**config.mk**
```make
export PLATFORM = sky130hd
export DESIGN_NAME = tvw_mul
export DESIGN_NICKNAME = d
export VERILOG_FILES = /design/src/sv/tvw_pkg.sv /design/src/sv/tvw_mul.sv
export SDC_FILE = /design/constraint.sdc
export NUM_CORES = 2
export LEC_CHECK = 0
export BUFFER_PORTS_ARGS = -buffer_cell sky130_fd_sc_hd__buf_2
export CORE_MARGIN = 2
export CORE_UTILIZATION = 28
export CTS_CLUSTER_SIZE = 25
export DETAILED_ROUTE_END_ITERATION = 8
export GPL_TIMING_DRIVEN = 0
export PLACE_DENSITY = 0.51
export SLEW_MARGIN = 20
export SYNTH_ARGS = -nofsm -noshare
export SYNTH_HDL_FRONTEND = slang
export SYNTH_SLANG_ARGS = --single-unit
```
**constraint.sdc**
```tcl
create_clock -name clk -period 15.9 [get_ports clk]
set_input_delay 1.59 -clock clk [delete_from_list [all_inputs] [get_ports clk]]
set_output_delay 1.59 -clock clk [all_outputs]
set_load 0.03 [all_outputs]
```
**src/sv/tvw_pkg.sv**
```systemverilog
// Shared widths, register codes, reset values and types of the triangle check pipeline.
package tvw_pkg;

  localparam int FIELD_W      = 48;
  localparam int CFG_IDX_W    = 2;
  localparam int CFG_DATA_W   = 32;
  localparam int MAX_EDGE_W   = 16;
  localparam int AREA_FLOOR_W = 32;
  localparam int THR_W        = 15;
  localparam int LIM_W        = 2 * MAX_EDGE_W;
  localparam int THR_SQ_W     = 2 * THR_W;
  localparam int AREA4_W      = 2 * AREA_FLOOR_W + 2;
  localparam int CAUSE_W      = 3;
  localparam int WIDE_W       = 128;
  localparam int MUL_CHUNK    = 32;

  localparam logic [CFG_IDX_W-1:0] REG_MAX_EDGE   = 2'd0;
  localparam logic [CFG_IDX_W-1:0] REG_AREA_FLOOR = 2'd1;
  localparam logic [CFG_IDX_W-1:0] REG_NORMAL_THR = 2'd2;

  localparam logic [MAX_EDGE_W-1:0]   MAX_EDGE_RST   = 16'd1024;
  localparam logic [AREA_FLOOR_W-1:0] AREA_FLOOR_RST = 32'd0;
  localparam logic [THR_W-1:0]        NORMAL_THR_RST = 15'd4915;
  localparam logic [LIM_W-1:0]        LIM_RST        = 32'd1048576;
  localparam logic [AREA4_W-1:0]      AREA4_RST      = 66'd0;
  localparam logic [THR_SQ_W-1:0]     THR_SQ_RST     = 30'd24157225;

  typedef enum logic [CAUSE_W-1:0] {
    CAUSE_OK     = 3'd0,
    CAUSE_EDGE   = 3'd1,
    CAUSE_AREA   = 3'd2,
    CAUSE_DEGEN  = 3'd3,
    CAUSE_NORMAL = 3'd4
  } cause_t;

  typedef struct packed {
    logic vld;
    logic edge_long;
  } stg_ctl_t;

endpackage

```
**src/sv/tvw_mul.sv**
```systemverilog
// Two-stage unsigned multiplier built from registered partial products of 32-bit operand chunks.
module tvw_mul #(
  parameter int A_W = 34,
  parameter int B_W = 34,
  parameter int O_W = 68
) (
  input  logic           clk,
  input  logic           en,
  input  logic [A_W-1:0] a,
  input  logic [B_W-1:0] b,
  output logic [O_W-1:0] p
);
  import tvw_pkg::*;

  localparam int NA   = (A_W + MUL_CHUNK - 1) / MUL_CHUNK;
  localparam int NBC  = (B_W + MUL_CHUNK - 1) / MUL_CHUNK;
  localparam int AP_W = NA * MUL_CHUNK;
  localparam int BP_W = NBC * MUL_CHUNK;
  localparam int S_W  = AP_W + BP_W;
  localparam int PP_W = 2 * MUL_CHUNK;

  logic [AP_W-1:0] a_pad;
  logic [BP_W-1:0] b_pad;
  logic [PP_W-1:0] pp_r [NA*NBC];
  logic [S_W-1:0]  sum;
  logic [O_W-1:0]  p_r;

  assign a_pad = AP_W'(a);
  assign b_pad = BP_W'(b);

  always_comb begin
    sum = '0;
    for (int i = 0; i < NA; i++) begin
      for (int j = 0; j < NBC; j++) begin
        sum = sum + (S_W'(pp_r[i*NBC+j]) << (MUL_CHUNK * (i + j)));
      end
    end
  end

  always_ff @(posedge clk) begin
    if (en) begin
      for (int i = 0; i < NA; i++) begin
        for (int j = 0; j < NBC; j++) begin
          pp_r[i*NBC+j] <= PP_W'(a_pad[i*MUL_CHUNK +: MUL_CHUNK])
                         * PP_W'(b_pad[j*MUL_CHUNK +: MUL_CHUNK]);
        end
      end
      p_r <= sum[O_W-1:0];
    end
  end

  assign p = p_r;

endmodule

```
==> flow_summary.toml <==
[yosys]
postSynth.asyncResetShare = 0
syn-instance-count = 4812
yosys.area.top_type = "fa_1"
avgSynthCellArea_sq_um = 9.584
ys_types = 83
seq_area_frac_synth = 0.1328
ys.flop_type = "edfxtp_1"
synth_area_leaders = "fa_1 40%, edfxtp_1 13%, and2_1 9.8%"
ys_ff_latch = 204
synth_enable_flop_cells = 204
netlist.area_leader.share = 0.4050
synthesis.nets = 6176
yosys_warnings = 0
syn_area_sq_mm = 0.04612

[critical_path]
crit_path_max_incr_delay_ps = 1020
timing.rr.start = "pp_r[0][33]$_DFFE_PP_"
critPathKind = "in -> reg"
startpoint = "a[25]"
crit_fanout = 10
cpMostUsedCell = "fa_1"
worstPathArrival_ps = 10900
cp.required_ps = 16210
cp-end-kind = "flop"
slowest_stage = "clkbuf_1"
startpoint_type = "primary input"
path_cells = "buf_2, clkbuf_1, nand2_1, fa_1, fa_1, inv_1, fa_1, fa_1, fa_1, fa_1, inv_1, fa_1, inv_1, ha_1, ha_1, clkbuf_1, nand4_1, nor4_1, nand4_1, a31oi_1, and3b_1, o31ai_2, xnor2_1"

[cts]
cts.sinks = 204
path_clk_slew_ps = 60
clock_latency_ps = 560
cts_buffers = 23
cts_tree = "yes"
h-tree-depth = 1
cts_resized = 0
cts-hold-fix-buffers = 0
cts.path.max_buffers = 3
cts_setup_buffers = 0
cts-root-buf = "clkbuf_16"

[sta]
rsz0062_at_grt = "no"
whs_ps = 413.7
fmax_ghz = 0.09442
finalClockSkew_ps = 31.34
maxSlewHeadroom = 0.1071
hold_viol_final = 0
tightest_slew_ps = 1339
drv_slew = 0
period_needed_ps = 10590
fin_tns_setup_ps = 0
setup_viol_count_final = 0
finalCritPeriodShare = 0.6661

[placed_design]
io_buffer_count = 137
place.gp.congestion = 0.9793
placed_area_sq_mm = 0.04962
dp_hpwl_mm = 149.0

[hold_path]
hp-class = "reg -> reg"
hp-start = "pp_r[0][30]$_DFFE_PP_"

[route]
first_iter_violations = 3388
wl_mm = 183.5
ant_nets = 0
drc_errors = 0
routedWlPerCell_um = 25.47
vias_per_cell = 4.900
firstDrtPassIters = 7
dr_total_vias = 35300

[layout]
drive_gt1_frac = 0.04666
final_common_cell = "fa_1"
layout_common_cells = "933 x fa_1, 921 x inv_1, 724 x and2_1, 538 x nand2_1, 361 x ha_1"
nets = 6341
nFillCells = 17170
fin_area_sq_mm = 0.05051
fin_util = 0.3096
multi_input_area_sq_mm = 0.03561
regArea_sq_mm = 0.006126
area_growth_pct = 9.511

[floorplan]
dieArea_sq_mm = 0.1680
floorplan.initialDensity = 0.2827
fp.dieW_um = 409.9
die_h_um = 409.9
core_sq_mm = 0.1631
fp-row-count = 148
io_pins = 138

[grt]
met2_usage = 0.3374
antenna_found_initial = 37
met3_usage = 0.05820
grtUsageMet1 = 0.2868
overflow = 0
grt_first_pass_wirelength_mm = 261.9
grt_pass1_vias = 36720
grt_use_total = 0.2182
grt_max_degree = 96
grt.busiest_layer = "met2"

[outcome]
status = "finished, final reports clean"

[run]
cap_violations = 0
-- logic make-up after synthesis --
| logic type | count (synthesis) | synth area share |
|---|---|---|
| muxes | 2 | 0.0004612 |
| AOI/OAI and AO/OA | 493 | 0.07089 |
| and+or+nand+nor | 1512 | 0.1711 |
| xor gates and xnor gates | 141 | 0.02678 |
| buffers and inverters | 1166 | 0.09503 |
| DFF | 204 | 0.1328 |
| adders and majority gates | 1294 | 0.5029 |
-- cells in the mapped netlist, drive strengths merged, types with 25 or more instances --
| library cell | count |
|---|---|
| clkbuf | 240 |
| a21o | 100 |
| o21ai | 80 |
| fa | 933 |
| o21bai | 25 |
| xor2 | 40 |
| xnor2 | 101 |
| inv | 922 |
| and2 | 726 |
| nand4 | 29 |
| ha | 361 |
| edfxtp | 204 |
| nor3 | 29 |
| nand2 | 538 |
| nand3 | 34 |
| nor2 | 83 |
| a21oi | 167 |
-- per-layer routing --
metal	routed length, um	vias up
met1	75200	18030
met5	227	-
met4	8802	24
met2	80600	1716
met3	18620	376
li1	-	15150
-- area by class of cell --
class                           count  share of cell area
Timing Repair Buffer              140             0.01516
Clock buffer                       23             0.01140
Sequential cell                   204              0.1213
Tap cell                         2175             0.05388
Antenna cell                       34            0.001685
Multi-Input combinational cell   3442              0.7051
Clock inverter                     19            0.004261
Inverter                          922             0.06852
Buffer                            244             0.01873
-- state kept, by name, summed over array words and instances, names as in the netlist --
signal / flops
pp_r: 136
p: 68
-- per-stage QoR --
step | setup WS (ps) | cells
after floorplan | 7571 | 4812
after global placement | 4905 | 7124
after detailed placement | 4988 | 7127
after CTS | 5568 | 7169
after global routing | 5295 | 7173
final | 5310 | 7203
-- final timing paths --
path                           end  slack, ps  depth (start not counted)
max          pp_r[0][61]$_DFFE_PP_       5310                         23
min                p[30]$_DFFE_PP_        410                          0
max reg2reg        p[65]$_DFFE_PP_      11800                         13
min reg2reg        p[30]$_DFFE_PP_        410                          0
-- critical path, delay by kind of cell --
family | cells | cell delay (ps)
AND/OR/NAND/NOR | 5 | 2060
adder cells (fa/ha/maj) | 9 | 4400
AO/OA/AOI/OAI | 2 | 830
XOR/XNOR | 1 | 90
buffers and inverters | 6 | 1900
Power is not shown: default switching activity piles up to over one toggle a cycle in this logic, so the estimate is an artifact.
